File: src/rtl/core/xcfp_pkg.sv
// ---------------------------------------------------------------------------
// xcfp_pkg
// Shared types and constants for the XOR-checked frame parser: parser
// states, controller/datapath command and status bundles, register codes.
// ---------------------------------------------------------------------------
package xcfp_pkg;

  // default payload capacity in bytes (1 to 63)
  localparam int unsigned MAX_PAYLOAD_BYTES_DEF = 32;

  // configuration register map
  localparam int unsigned CFG_INDEX_W = 2;
  localparam logic [CFG_INDEX_W-1:0] CFG_FIRST_SYNC  = 2'd0;
  localparam logic [CFG_INDEX_W-1:0] CFG_SECOND_SYNC = 2'd1;

  // register reset values
  localparam logic [7:0] FIRST_SYNC_RST  = 8'hAA;
  localparam logic [7:0] SECOND_SYNC_RST = 8'h55;

  // width of the frame_length result field
  localparam int unsigned FRAME_LEN_W = 6;

  typedef enum logic [2:0] {
    ST_FIRST,
    ST_SECOND,
    ST_LENGTH,
    ST_COMMAND,
    ST_PAYLOAD,
    ST_CHECK,
    ST_EMIT
  } parse_state_t;

  // controller -> datapath
  typedef struct packed {
    logic take_len;
    logic take_cmd;
    logic take_pay;
    logic start_emit;
    logic emit_load;
  } dp_cmd_t;

  // datapath -> controller
  typedef struct packed {
    logic b_first;
    logic b_second;
    logic len_ok;
    logic len_short;
    logic pay_last;
    logic sum_ok;
    logic emit_last;
    logic out_free;
  } dp_sts_t;

endpackage

File: src/rtl/core/xcfp_ctrl.sv
// ---------------------------------------------------------------------------
// xcfp_ctrl
// Parser sequencer: walks sync, length, command, payload and checksum
// phases, then drives the result drain one result per free output slot.
// ---------------------------------------------------------------------------
module xcfp_ctrl
  import xcfp_pkg::*;
(
  input  logic    clk,
  input  logic    rst,
  input  logic    in_valid,
  output logic    in_stall,
  output dp_cmd_t cmd,
  input  dp_sts_t sts
);

  parse_state_t state;
  parse_state_t state_next;
  logic         in_acc;

  // state register
  always_ff @(posedge clk) begin
    if (rst) begin
      state <= ST_FIRST;
    end else begin
      state <= state_next;
    end
  end

  // input is held off only while a frame drains
  assign in_stall = (state == ST_EMIT);
  assign in_acc   = in_valid && !in_stall;

  // next state and commands
  always_comb begin
    state_next = state;
    cmd        = '0;
    case (state)
      ST_FIRST: begin
        if (in_acc && sts.b_first) state_next = ST_SECOND;
      end
      ST_SECOND: begin
        // second sync wins over a repeated first sync
        if (in_acc) begin
          if (sts.b_second) begin
            state_next = ST_LENGTH;
          end else if (!sts.b_first) begin
            state_next = ST_FIRST;
          end
        end
      end
      ST_LENGTH: begin
        if (in_acc) begin
          if (sts.len_ok) begin
            cmd.take_len = 1'b1;
            state_next   = ST_COMMAND;
          end else begin
            state_next = ST_FIRST;
          end
        end
      end
      ST_COMMAND: begin
        if (in_acc) begin
          cmd.take_cmd = 1'b1;
          state_next   = sts.len_short ? ST_CHECK : ST_PAYLOAD;
        end
      end
      ST_PAYLOAD: begin
        if (in_acc) begin
          cmd.take_pay = 1'b1;
          if (sts.pay_last) state_next = ST_CHECK;
        end
      end
      ST_CHECK: begin
        if (in_acc) begin
          if (sts.sum_ok) begin
            cmd.start_emit = 1'b1;
            state_next     = ST_EMIT;
          end else begin
            state_next = ST_FIRST;
          end
        end
      end
      ST_EMIT: begin
        if (sts.out_free) begin
          cmd.emit_load = 1'b1;
          if (sts.emit_last) state_next = ST_FIRST;
        end
      end
      default: begin
        state_next = ST_FIRST;
      end
    endcase
  end

  // checks
  a_drain_ends: assert property (@(posedge clk) disable iff (rst)
    (cmd.emit_load && sts.emit_last) |=> (state == ST_FIRST))
    else $error("parser did not return to hunt after last result");

  a_bad_sum_drops: assert property (@(posedge clk) disable iff (rst)
    (state == ST_CHECK && in_acc && !sts.sum_ok) |=> (state == ST_FIRST))
    else $error("frame with bad checksum not dropped");

endmodule

File: src/rtl/core/xcfp_dp.sv
// ---------------------------------------------------------------------------
// xcfp_dp
// Parser datapath: sync registers, frame header registers, running XOR,
// payload store and the result output register.
// ---------------------------------------------------------------------------
module xcfp_dp
  import xcfp_pkg::*;
#(
  parameter int unsigned MAX_PAYLOAD_BYTES = MAX_PAYLOAD_BYTES_DEF
) (
  input  logic                   clk,
  input  logic                   rst,
  input  logic                   cfg_valid,
  input  logic [CFG_INDEX_W-1:0] cfg_index,
  input  logic [7:0]             cfg_data,
  input  logic [7:0]             rx_byte,
  input  dp_cmd_t                cmd,
  output dp_sts_t                sts,
  output logic                   out_valid,
  input  logic                   out_stall,
  output logic [7:0]             frame_command,
  output logic [FRAME_LEN_W-1:0] frame_length,
  output logic [7:0]             payload_byte,
  output logic                   byte_present,
  output logic                   last_of_frame
);

  // length byte reaches MAX+1, byte counts reach MAX
  localparam int unsigned LEN_W  = $clog2(MAX_PAYLOAD_BYTES + 2);
  localparam int unsigned IDX_W  = $clog2(MAX_PAYLOAD_BYTES + 1);
  localparam int unsigned ADDR_W = (MAX_PAYLOAD_BYTES > 1) ? $clog2(MAX_PAYLOAD_BYTES) : 1;

  logic [7:0]       first_sync;
  logic [7:0]       second_sync;
  logic [LEN_W-1:0] len_q;
  logic [7:0]       cmd_q;
  logic [7:0]       xor_q;
  logic [IDX_W-1:0] wr_idx;
  logic [IDX_W-1:0] rd_idx;
  logic [IDX_W-1:0] plen;
  logic [7:0]       store [MAX_PAYLOAD_BYTES];

  // configuration registers; other indexes are ignored
  always_ff @(posedge clk) begin
    if (rst) begin
      first_sync  <= FIRST_SYNC_RST;
      second_sync <= SECOND_SYNC_RST;
    end else if (cfg_valid) begin
      if (cfg_index == CFG_FIRST_SYNC)  first_sync  <= cfg_data;
      if (cfg_index == CFG_SECOND_SYNC) second_sync <= cfg_data;
    end
  end

  // frame header, checksum accumulator, write pointer
  always_ff @(posedge clk) begin
    if (rst) begin
      len_q  <= '0;
      cmd_q  <= 8'd0;
      xor_q  <= 8'd0;
      wr_idx <= '0;
    end else begin
      if (cmd.take_len) begin
        len_q <= rx_byte[LEN_W-1:0];
        xor_q <= rx_byte;
      end
      if (cmd.take_cmd) begin
        cmd_q  <= rx_byte;
        xor_q  <= xor_q ^ rx_byte;
        wr_idx <= '0;
      end
      if (cmd.take_pay) begin
        xor_q  <= xor_q ^ rx_byte;
        wr_idx <= wr_idx + 1'b1;
      end
    end
  end

  // payload store write port
  always_ff @(posedge clk) begin
    if (cmd.take_pay) store[wr_idx[ADDR_W-1:0]] <= rx_byte;
  end

  assign plen = IDX_W'(len_q - 1'b1);

  // status to the controller
  always_comb begin
    sts.b_first   = (rx_byte == first_sync);
    sts.b_second  = (rx_byte == second_sync);
    sts.len_ok    = (rx_byte != 8'd0) && (rx_byte <= 8'(MAX_PAYLOAD_BYTES + 1));
    sts.len_short = (len_q <= LEN_W'(1));
    sts.pay_last  = ((LEN_W+1)'(wr_idx) + (LEN_W+1)'(2)) >= (LEN_W+1)'(len_q);
    sts.sum_ok    = (rx_byte == xor_q);
    sts.emit_last = sts.len_short || ((rd_idx + 1'b1) == plen);
    sts.out_free  = !out_valid || !out_stall;
  end

  // read pointer for the drain
  always_ff @(posedge clk) begin
    if (cmd.start_emit) begin
      rd_idx <= '0;
    end else if (cmd.emit_load) begin
      rd_idx <= rd_idx + 1'b1;
    end
  end

  // output register, payload read straight from the store
  always_ff @(posedge clk) begin
    if (cmd.emit_load) begin
      frame_command <= cmd_q;
      last_of_frame <= sts.emit_last;
      if (sts.len_short) begin
        frame_length <= '0;
        payload_byte <= 8'd0;
        byte_present <= 1'b0;
      end else begin
        frame_length <= FRAME_LEN_W'(plen);
        payload_byte <= store[rd_idx[ADDR_W-1:0]];
        byte_present <= 1'b1;
      end
    end
  end

  always_ff @(posedge clk) begin
    if (rst) begin
      out_valid <= 1'b0;
    end else if (cmd.emit_load) begin
      out_valid <= 1'b1;
    end else if (!out_stall) begin
      out_valid <= 1'b0;
    end
  end

  // checks
  a_load_when_free: assert property (@(posedge clk) disable iff (rst)
    cmd.emit_load |-> (!out_valid || !out_stall))
    else $error("result overwritten while still held");

  a_store_bound: assert property (@(posedge clk) disable iff (rst)
    cmd.take_pay |-> (wr_idx < IDX_W'(MAX_PAYLOAD_BYTES)))
    else $error("payload write beyond store");

endmodule

File: src/rtl/core/xor_checked_frame_parser.sv
// ---------------------------------------------------------------------------
// xor_checked_frame_parser
// Byte-serial receiver for sync/sync/length/command/payload/checksum frames.
// ---------------------------------------------------------------------------
// Usage:
//   Input channel (in_valid/in_stall, rx_byte) takes one received byte per
//   transaction. Bytes are taken one per cycle in every phase except while
//   a good frame drains, when in_stall is held high.
//   Output channel (out_valid/out_stall) gives one transaction per payload
//   byte, or a single empty one (byte_present low) for a frame without
//   payload; last_of_frame marks the end. Bad frames give nothing.
//   Drain: the first result is loaded into the output register from the
//   drain state entered on the checksum byte; results then follow one per
//   cycle while the receiver does not stall, set by the single read port
//   of the payload store. Receiver stall holds the current result and
//   pauses the drain.
//   Configuration (cfg_valid/cfg_ready, cfg_index, cfg_data) is always
//   ready; index 0 is the first sync byte, 1 the second, others ignored.
//   Reset: synchronous, sync bytes return to 0xAA/0x55, parser hunts for
//   the first sync byte and the output is empty.
// ---------------------------------------------------------------------------
module xor_checked_frame_parser
  import xcfp_pkg::*;
#(
  parameter int unsigned MAX_PAYLOAD_BYTES = MAX_PAYLOAD_BYTES_DEF
) (
  input  logic                   clk,
  input  logic                   rst,
  input  logic                   cfg_valid,
  output logic                   cfg_ready,
  input  logic [CFG_INDEX_W-1:0] cfg_index,
  input  logic [7:0]             cfg_data,
  input  logic                   in_valid,
  output logic                   in_stall,
  input  logic [7:0]             rx_byte,
  output logic                   out_valid,
  input  logic                   out_stall,
  output logic [7:0]             frame_command,
  output logic [FRAME_LEN_W-1:0] frame_length,
  output logic [7:0]             payload_byte,
  output logic                   byte_present,
  output logic                   last_of_frame
);

  dp_cmd_t cmd;
  dp_sts_t sts;

  assign cfg_ready = 1'b1;

  xcfp_ctrl u_ctrl (
    .clk      (clk),
    .rst      (rst),
    .in_valid (in_valid),
    .in_stall (in_stall),
    .cmd      (cmd),
    .sts      (sts)
  );

  xcfp_dp #(
    .MAX_PAYLOAD_BYTES (MAX_PAYLOAD_BYTES)
  ) u_dp (
    .clk           (clk),
    .rst           (rst),
    .cfg_valid     (cfg_valid),
    .cfg_index     (cfg_index),
    .cfg_data      (cfg_data),
    .rx_byte       (rx_byte),
    .cmd           (cmd),
    .sts           (sts),
    .out_valid     (out_valid),
    .out_stall     (out_stall),
    .frame_command (frame_command),
    .frame_length  (frame_length),
    .payload_byte  (payload_byte),
    .byte_present  (byte_present),
    .last_of_frame (last_of_frame)
  );

endmodule

File: config.mk
export PLATFORM = sky130hd
export DESIGN_NAME = xor_checked_frame_parser
export DESIGN_NICKNAME = d
export VERILOG_FILES = /design/src/rtl/core/xcfp_pkg.sv /design/src/rtl/core/xcfp_ctrl.sv /design/src/rtl/core/xcfp_dp.sv /design/src/rtl/core/xor_checked_frame_parser.sv
export SDC_FILE = /design/constraint.sdc
export NUM_CORES = 1
export LEC_CHECK = 0
export BUFFER_PORTS_ARGS = -buffer_cell sky130_fd_sc_hd__buf_2
export CAP_MARGIN = 20
export CORE_UTILIZATION = 35
export DETAILED_ROUTE_END_ITERATION = 12
export PLACE_DENSITY = 0.58
export SKIP_LAST_GASP = 1
export SLEW_MARGIN = 20
export SYNTH_ARGS = -nofsm -noshare
export SYNTH_HDL_FRONTEND = slang
export SYNTH_SLANG_ARGS = --single-unit
File: constraint.sdc
create_clock -name clk -period 3.57 [get_ports clk]
set_input_delay 0.357 -clock clk [delete_from_list [all_inputs] [get_ports clk]]
set_output_delay 0.357 -clock clk [all_outputs]
set_load 0.01 [all_outputs]
==> impl_metrics.json, run 1 <==
{
  "outcome": "finished clean",
  "final_common_cell": "edfxtp_1",
  "drtIter0Drc": 533,
  "ys.flop_type": "edfxtp_1",
  "clk_latency_ps": 540,
  "crit_chain": "buf_4 -> mux4_2 -> nor2b_1 -> a211oi_1 -> a211oi_1 -> a21oi_1 -> nor2_1",
  "finalMaxSlewViolations": 0,
  "io-pin-count": 50,
  "dp_hpwl_um": 21120,
  "root_buffer": "clkbuf_16",
  "nets": 962,
  "crit_family": "flip-flops",
  "h-tree-depth": 2,
  "synthArstFlopShare_pct": 0,
  "grt_pass1_wl_um": 48490,
  "die_area_um2": 40420,
  "routed_wl_um": 31960,
  "synth-edff-count": 280,
  "cp.buffers_inverters": 1,
  "grt_max_degree": 41,
  "slowest_stage": "dfxtp_2",
  "crit_top_cell": "a211oi_1",
  "synthCells": 855,
  "clock_path_buffers": 3,
  "grt_usage_pct": 16.02,
  "finalPower_mw": 8.255,
  "cp_max_fo": 20,
  "synthesis.nets": 892,
  "coreArea_um2": 38830,
  "ys_ff_latch": 334,
  "worstHoldStart": "cfg_data[6]",
  "cts_resized": 0,
  "ys_seq_area_share_pct": 68.42,
  "via_per_inst": 5.182,
  "drive_gt1_share_pct": 24.66,
  "ir_worst_vdd_mv": 0.2813,
  "final_cell_mix": "edfxtp_1 (280), nor2_1 (78), mux4_2 (72)",
  "max_slew_margin_pct": 39.62,
  "clk_pin_slew_ps": 60,
  "fmax_ghz": 0.3933,
  "seq_area_um2": 9495,
  "synth_warnings": 0,
  "min_path_type": "primary input to flop",
  "cp.arrival_ps": 2830,
  "post_cts_buffers": 0,
  "holdBufCountCts": 0,
  "required_ps": 3860,
  "cp-start-kind": "flop",
  "cp-startpoint": "u_dp.rd_idx[1]",
  "finalSetupTns_ps": 0,
  "first_pass_iters": 5,
  "avgSynthCellArea_um2": 16.22,
  "antenna_found_initial": 0,
  "cts.sinks": 334,
  "cts_tree": "yes",
  "maxCapViolations": 0,
  "area_growth_pct": 15.57,
  "finalCriticalPeriod_ps": 2543,
  "rsz0062_at_grt": "false",
  "die_w_um": 201.1,
  "grt-ovfl-total": 0,
  "portBuffers": 48,
  "multi_input_area_um2": 4065,
  "dieHeight_um": 201.1,
  "finalCritPeriodShare_pct": 71.23,
  "r2r_start": "u_dp.rd_idx[1]",
  "hold_violations": 0,
  "final-setup-viol-count": 0,
  "grt_pass1_vias": 7874,
  "detail_route.wl_per_cell_um": 21.71,
  "antenna_left": 0,
  "max_stage_delay_ps": 710,
  "worst_slew_pin_slew_ps": 905.8,
  "rows": 72,
  "fillers": 3506,
  "drc": 0,
  "vias": 7628,
  "synth_area_um2": 13870,
  "cts_inserted_buffers": 37,
  "skew_ps": 16.84,
  "yosysUniqueCellTypes": 61,
  "initial_core_util_pct": 35.72,
  "powerDensity_nw_per_um2": 515.0,
  "p_leak_nw": 5.166,
  "gp_congestion": 0.7626,
  "worst_setup_path_end_kind": "flop",
  "critPathKind": "flop to flop"
}
==> layout make-up <==
cell class / instances / area share (%)
multi-input combinational: 454 / 25.36
tap: 518 / 4.044
clock buffer: 47 / 6.206
clock inverter: 20 / 1.382
inverter: 14 / 0.3279
antenna: 1 / 0.01561
sequential: 334 / 59.24
timing repair buffer: 84 / 3.419
==> path summary, 6_finish.rpt <==
path	end	slack [ps]	depth (start not counted)
hold reg to reg	u_dp.frame_command[5]	420	0
setup / recovery	u_dp.payload_byte[6]	1030	7
hold / removal	u_dp.second_sync[6]	60	3
setup reg to reg	u_dp.payload_byte[6]	1030	7
==> registers in the layout, summed over array words and instances (netlist names) <==
signal	count
u_dp.store	256
u_dp.xor_q	8
u_dp.frame_command	8
u_dp.cmd_q	8
u_dp.byte_present	1
u_dp.first_sync	8
u_dp.last_of_frame	1
u_dp.len_q	6
u_dp.payload_byte	8
u_dp.wr_idx	6
u_dp.frame_length	6
u_ctrl.state	3
u_dp.rd_idx	6
u_dp.out_valid	1
u_dp.second_sync	8
==> stage by stage <==
step                util [%]  setup WS [ps]  hold slack, ps  area [um2]  cells
finish                 41.28           1027           57.17       16030   1472
global route           41.27          776.5           54.09       16030   1471
CTS                    41.27          996.1           36.23       16030   1471
detailed placement     38.14          949.7           418.5       14810   1404
global placement       38.14           1011           422.6       14810   1404
floorplan                  -          812.5           408.1       13870    855
==> per-layer routing <==
layer / up-vias / track usage [%] / share of wire (%)
met5: - / 0 / 0
met3: 49 / 2.825 / 5.1
met4: 0 / 5.098 / 2.6
met1: 3938 / 21.40 / 43
met2: 199 / 26.52 / 49
li1: 3442 / - / -
==> cell usage after synthesis, types with 3 or more instances <==
cell type	instances	share of area [%]
nand4_1	6	0.27
clkbuf_1	29	0.78
buf_2	13	0.47
nor4_1	5	0.23
nand2_1	56	1.5
nand3_1	11	0.40
nand3b_1	6	0.32
buf_4	4	0.22
edfxtp_1	280	61
buf_1	3	0.081
xnor2_1	20	1.3
xor2_1	23	1.5
nor2_1	78	2.1
a211oi_1	18	0.97
o211ai_1	4	0.22
o21ai_1	7	0.25
a21oi_1	40	1.4
mux4_2	72	12
nor3_1	5	0.18
a31oi_1	8	0.36
mux2i_1	25	1.8
nand2b_1	3	0.14
nor2b_1	9	0.41
dfxtp_1	54	7.8
a311oi_1	3	0.19
ha_1	14	1.3
inv_1	12	0.32
==> logic make-up after synthesis <==
| family | count (synthesis) | synth area share, % |
|---|---|---|
| other cells | 1 | 0.02704 |
| mux | 98 | 13.58 |
| compound gates | 97 | 4.592 |
| fa+ha+maj | 14 | 1.263 |
| flops | 334 | 68.42 |
| buf+inv | 67 | 2.346 |
| simple gates | 201 | 7.055 |
| xor+xnor | 43 | 2.716 |
==> worst reg2reg max path, delay by kind of cell, from the launching register on <==
family	cells	cell delay (ps)
AO/OA/AOI/OAI	3	630
buffers and inverters	1	400
flip-flops	1	710
multiplexers	1	340
AND/OR/NAND/NOR	2	210
==> report_power, final <==
group          switching, mW  total, mW  internal, mW
registers             0.0125       4.24          4.22
clock network           1.55       3.82          2.28
logic                  0.138      0.197        0.0591
No activity file was read; power rests on OpenSTA's default activity.
==> run 2, diff against run 1 <==
PLACE_DENSITY = 0.6   (was 0.58)
clock period = 2.32 ns   (was 3.57 ns; I/O delays follow)
==> run 2 against run 1 <==
Via count is 0.68% higher. First-iteration DRC count is 12% lower. Critical path depth is 1 lower. Clock skew is 7.8 ps higher. Design area is 2.6% higher. Die area stayed put. Hold slack worse by 10 ps. Global-route usage is 0.21 points lower.
==> impl_metrics.json, run 2 (synthesized netlist as in run 1, its figures left out) <==
{
  "outcome": "finished clean",
  "cts_tree": "yes",
  "clk_pin_slew_ps": 60,
  "via_per_inst": 5.036,
  "cp-startpoint": "u_dp.rd_idx[0]",
  "antenna_found_initial": 1,
  "grt_pass1_vias": 7820,
  "area_growth_pct": 18.63,
  "final_cell_mix": "edfxtp_1 (280), buf_4 (78), nor2_1 (77)",
  "cp-start-kind": "flop",
  "fillers": 3457,
  "initial_core_util_pct": 35.72,
  "hold_path_end": "u_dp.out_valid",
  "p_seq_share_pct": 53.5,
  "grt-ovfl-total": 0,
  "drive_gt1_share_pct": 28.03,
  "reg2reg_depth": 6,
  "cp_max_fo": 9,
  "portBuffers": 48,
  "fmax_ghz": 0.4440,
  "vias": 7680,
  "hold_violations": 0,
  "max_slew_margin_pct": 62.15,
  "worstHoldStart": "out_stall",
  "finalCriticalPeriod_ps": 2252,
  "r2r_start": "u_dp.rd_idx[0]",
  "powerDensity_nw_per_um2": 739.4,
  "grt_max_degree": 37,
  "min_path_cells": 3,
  "first_pass_iters": 5,
  "coreArea_um2": 38830,
  "ir_worst_vdd_mv": 0.5751,
  "drtIter0Drc": 467,
  "worst_setup_path_end_kind": "flop",
  "routed_wl_um": 31380,
  "cp.arrival_ps": 2520,
  "rows": 72,
  "finalCritPeriodShare_pct": 97.08,
  "groute.layer.met1.usage_pct": 20.91,
  "grt_use_met3_pct": 2.744,
  "p_leak_nw": 5.407,
  "worst_slew_pin_slew_ps": 562.6,
  "clock_path_buffers": 3,
  "maxCapViolations": 0,
  "min_path_type": "primary input to flop",
  "h-tree-depth": 2,
  "die_area_um2": 40420,
  "p_int_mw": 9.694,
  "clk_latency_ps": 530,
  "final-setup-viol-count": 0,
  "final_common_cell": "edfxtp_1",
  "antenna_left": 0,
  "busiest_layer": "met2",
  "finalSetupTns_ps": 0,
  "cts.sinks": 334,
  "largest_reg_flops": 256,
  "finalPower_mw": 12.16,
  "detail_route.wl_per_cell_um": 20.58,
  "die_w_um": 201.1,
  "timing.rr.end": "u_dp.payload_byte[4]",
  "power_switching_mw": 2.470,
  "cts_inserted_buffers": 36,
  "grt_usage_pct": 15.82,
  "drc": 0,
  "grt_pass1_wl_um": 48360,
  "clkPwrFrac_pct": 43.8,
  "dieHeight_um": 201.1,
  "root_buffer": "clkbuf_16",
  "r2r_slack_ps": 70,
  "post_cts_buffers": 0,
  "critPathKind": "flop to flop",
  "dp_hpwl_um": 21140,
  "nets": 1020,
  "required_ps": 2590,
  "io-pin-count": 50,
  "finalMaxSlewViolations": 0,
  "swShare_pct": 20.31,
  "power_frac_comb_pct": 2.7,
  "rsz0062_at_grt": "true",
  "gp_congestion": 0.7645,
  "skew_ps": 24.65,
  "grtUsageMet2_pct": 26.63
}
## run 2: worst max-delay path, stage by stage (launching register included)
cell and delay [ps]:
dfxtp_4 440, buf_4 250, mux4_2 540, a211oi_1 470
a211oi_1 100, a21oi_1 140, nor2_1 50
## run 2: power by group through the flow
stage | clock (mW) | sequential, mW | combinational [mW]
floorplan | 0 | 6.64 | 0.160
global placement | 0 | 6.64 | 0.317
detailed placement | 0 | 6.64 | 0.323
CTS | 5.45 | 6.51 | 0.334
global route | 5.68 | 6.51 | 0.362
finish | 5.32 | 6.51 | 0.328
## run 2: stage by stage
step | setup WS (ps) | hold slack (ps) | cells | utilization (%) | instance area (um2)
2_1_floorplan | 149.0 | 330.9 | 855 | - | 13870
3_3_place_gp | 95.52 | 417.3 | 1454 | 39.24 | 15230
3_5_place_dp | 93.93 | 419.7 | 1454 | 39.24 | 15230
4_1_cts | 71.01 | 27.93 | 1523 | 42.22 | 16390
5_1_grt | 0.02753 | 41.66 | 1525 | 42.37 | 16450
6_report | 67.76 | 46.67 | 1525 | 42.37 | 16450
## run 2: per-layer routing
metal	routed length, um	part of all wire, %	vias up
met5	0	0	-
met4	644	2.1	0
met3	1413	4.5	43
met2	15510	49	165
met1	13810	44	3923
li1	-	-	3549
## run 2: worst max path at each step
stage                                 endpoint  slack, ps  cells past startpoint
after floorplan           u_dp.payload_byte[7]        150                      6
after global placement    u_dp.payload_byte[3]        100                      5
after detailed placement       u_ctrl.state[1]         90                     10
after CTS                      u_ctrl.state[1]         70                     10
after global routing           u_ctrl.state[1]       0.03                     10
final                     u_dp.payload_byte[4]         70                      6
## run 2: cell type report
class                   count  area [um2]  area share [%]
multi-input cells         454        4084           24.82
clock inverters            16       145.1          0.8822
well taps                 518       648.1           3.939
diodes                      1       2.502         0.01521
flip-flops and latches    334        9495           57.72
inverters                  14       52.55          0.3194
repair buffers            143        1090           6.624
clock buffers              45       934.6           5.681
## run 2: what timing repair did
action | CTS | global route
endpoints found under the setup margin | 0 | 3
hold buffers | 8 | 0
endpoints found under the hold margin | 16 | 0
resized for setup | 0 | 6
==> run 3, diff against run 2 <==
PLACE_DENSITY = 0.54   (was 0.6)
==> run 3 against run 2 <==
Sequential power about the same. Non-clock buffer count rose by 10. Power up 7.2%. Critical path depth unchanged. Sequential cell count did not move. Clock skew fell by 5.3 ps. Register-to-register slack gained 20 ps. Final cell count up 1.2%. First-iteration DRC count rose by 12%. Die area stayed put. Routed wire length up 1.4%. Setup slack improved by 21 ps.
==> impl_metrics.json, run 3 (synthesized netlist as in run 1, its figures left out) <==
{
  "outcome": "finished clean",
  "p_seq_share_pct": 49.9,
  "hold_slack_ps": 78.22,
  "cp-start-kind": "flop",
  "critPathKind": "flop to flop",
  "cp.buffers_inverters": 2,
  "clk_latency_ps": 550,
  "portBuffers": 48,
  "via_per_inst": 4.953,
  "finalPower_mw": 13.04,
  "cp.arrival_ps": 2520,
  "finalCriticalPeriod_ps": 2231,
  "dieHeight_um": 201.1,
  "fmax_ghz": 0.4482,
  "die_area_um2": 40420,
  "max_slew_margin_pct": 57.32,
  "crit_chain": "buf_12 -> buf_12 -> mux4_2 -> mux4_2 -> a21oi_1 -> nor2_1",
  "crit_family": "multiplexers",
  "rows": 72,
  "fillers": 3408,
  "r2r_slack_ps": 90,
  "gp_congestion": 0.7562,
  "slowest_stage": "mux4_2",
  "cts.sinks": 334,
  "finalMaxSlewViolations": 0,
  "cts_inserted_buffers": 38,
  "power_switching_mw": 2.610,
  "power_frac_comb_pct": 2.6,
  "final_common_cell": "edfxtp_1",
  "routed_wl_um": 31830,
  "maxCapViolations": 0,
  "hold_violations": 0,
  "required_ps": 2610,
  "nets": 1032,
  "antenna_found_initial": 1,
  "placedCellCount": 1462,
  "final-setup-viol-count": 0,
  "rsz0062_at_grt": "false",
  "clock_path_buffers": 3,
  "skew_ps": 19.38,
  "ir_worst_vdd_mv": 0.4211,
  "die_w_um": 201.1,
  "initial_core_util_pct": 35.72,
  "cp_max_fo": 11,
  "max_stage_delay_ps": 530,
  "first_pass_iters": 5,
  "clkPwrFrac_pct": 47.5,
  "worst_slew_pin_slew_ps": 636.3,
  "swShare_pct": 20.01,
  "grt_max_degree": 41,
  "grt_pass1_vias": 7818,
  "io-pin-count": 50,
  "h-tree-depth": 2,
  "drtIter0Drc": 524,
  "final_cell_mix": "edfxtp_1 (280), buf_4 (86), nor2_1 (78)",
  "multi_input_area_um2": 4079,
  "layoutNonFillerInstCount": 1543,
  "detail_route.wl_per_cell_um": 20.63,
  "grt_pass1_wl_um": 48920,
  "cts_tree": "yes",
  "vias": 7642,
  "finalSetupTns_ps": 0,
  "area_growth_pct": 20.89,
  "largest_reg_flops": 256,
  "powerDensity_nw_per_um2": 777.9,
  "min_path_type": "primary input to flop",
  "p_int_mw": 10.43,
  "finalCritPeriodShare_pct": 96.16,
  "seq_area_um2": 9495,
  "grt-ovfl-total": 0,
  "root_buffer": "clkbuf_16",
  "grt_usage_pct": 16.21,
  "drc": 0,
  "clk_pin_slew_ps": 60,
  "p_leak_nw": 5.591,
  "antenna_left": 0,
  "worst_setup_path_end_kind": "flop",
  "drive_gt1_share_pct": 29.37,
  "num_antenna_cells": 0,
  "dp_hpwl_um": 21880,
  "coreArea_um2": 38830
}
run 3: cell count changes in the layout (fill, tap and decap cells not counted), sizes merged:
cell | previous run | this run
dlygate4sd3 | 8 | 9
clkbuf | 46 | 49
clkinvlp | 3 | 0
inv | 15 | 16
clkinv | 10 | 13
diode | 1 | 0
bufinv | 2 | 6
buf | 134 | 144
run 3: power groups by stage:
stage               sequential, mW  clock [mW]  combinational [mW]
finish                        6.51        6.19               0.339
global route                  6.51        6.60               0.372
CTS                           6.51        6.34               0.343
detailed placement            6.64           0               0.331
global placement              6.64           0               0.327
floorplan                     6.64           0               0.160
run 3: path summary, 6_finish.rpt:
kind,from,end,cells after the start
worst min-delay path,rx_byte[1],u_dp.len_q[1],3
worst min register to register,u_dp.cmd_q[5],u_dp.frame_command[5],0
worst max-delay path,u_dp.rd_idx[0],u_dp.payload_byte[3],6
worst max register to register,u_dp.rd_idx[0],u_dp.payload_byte[3],6
run 3: worst register-to-register path, cell delays in order, from the launching register on:
cell and delay, ps:
dfxtp_4 400, buf_12 170, buf_12 170, mux4_2 540, mux4_2 500, a21oi_1 160, nor2_1 50
run 3: per-stage QoR:
step	utilization [%]	instance area [um2]	setup slack [ps]
6_report	43.18	16760	89.06
2_1_floorplan	-	13870	149.0
4_1_cts	43.08	16730	43.32
5_1_grt	43.18	16760	2.810
3_5_place_dp	39.49	15330	71.23
3_3_place_gp	39.49	15330	40.14
run 3: layer usage:
layer  wire length [um]  GRT usage [%]
met4                628          4.962
met5                  0              0
met3               1573          2.971
met2              15280          26.33
met1              14340          22.09
run 3: area by class of cell:
type,instances,area share (%)
Timing Repair Buffer,153,7.060
Inverter,14,0.3135
Clock buffer,49,6.105
Tap cell,518,3.866
Clock inverter,21,1.687
Multi-Input combinational cell,454,24.33
Sequential cell,334,56.64
run 3: repair_timing:
| item | 4_1_cts | 5_1_grt |
|---|---|---|
| hold buffers | 9 | 0 |
| hold endpoints to repair | 17 | 0 |
| endpoints found under the setup margin | 0 | 6 |
| gates resized for setup | 0 | 5 |
| setup buffers | 0 | 2 |
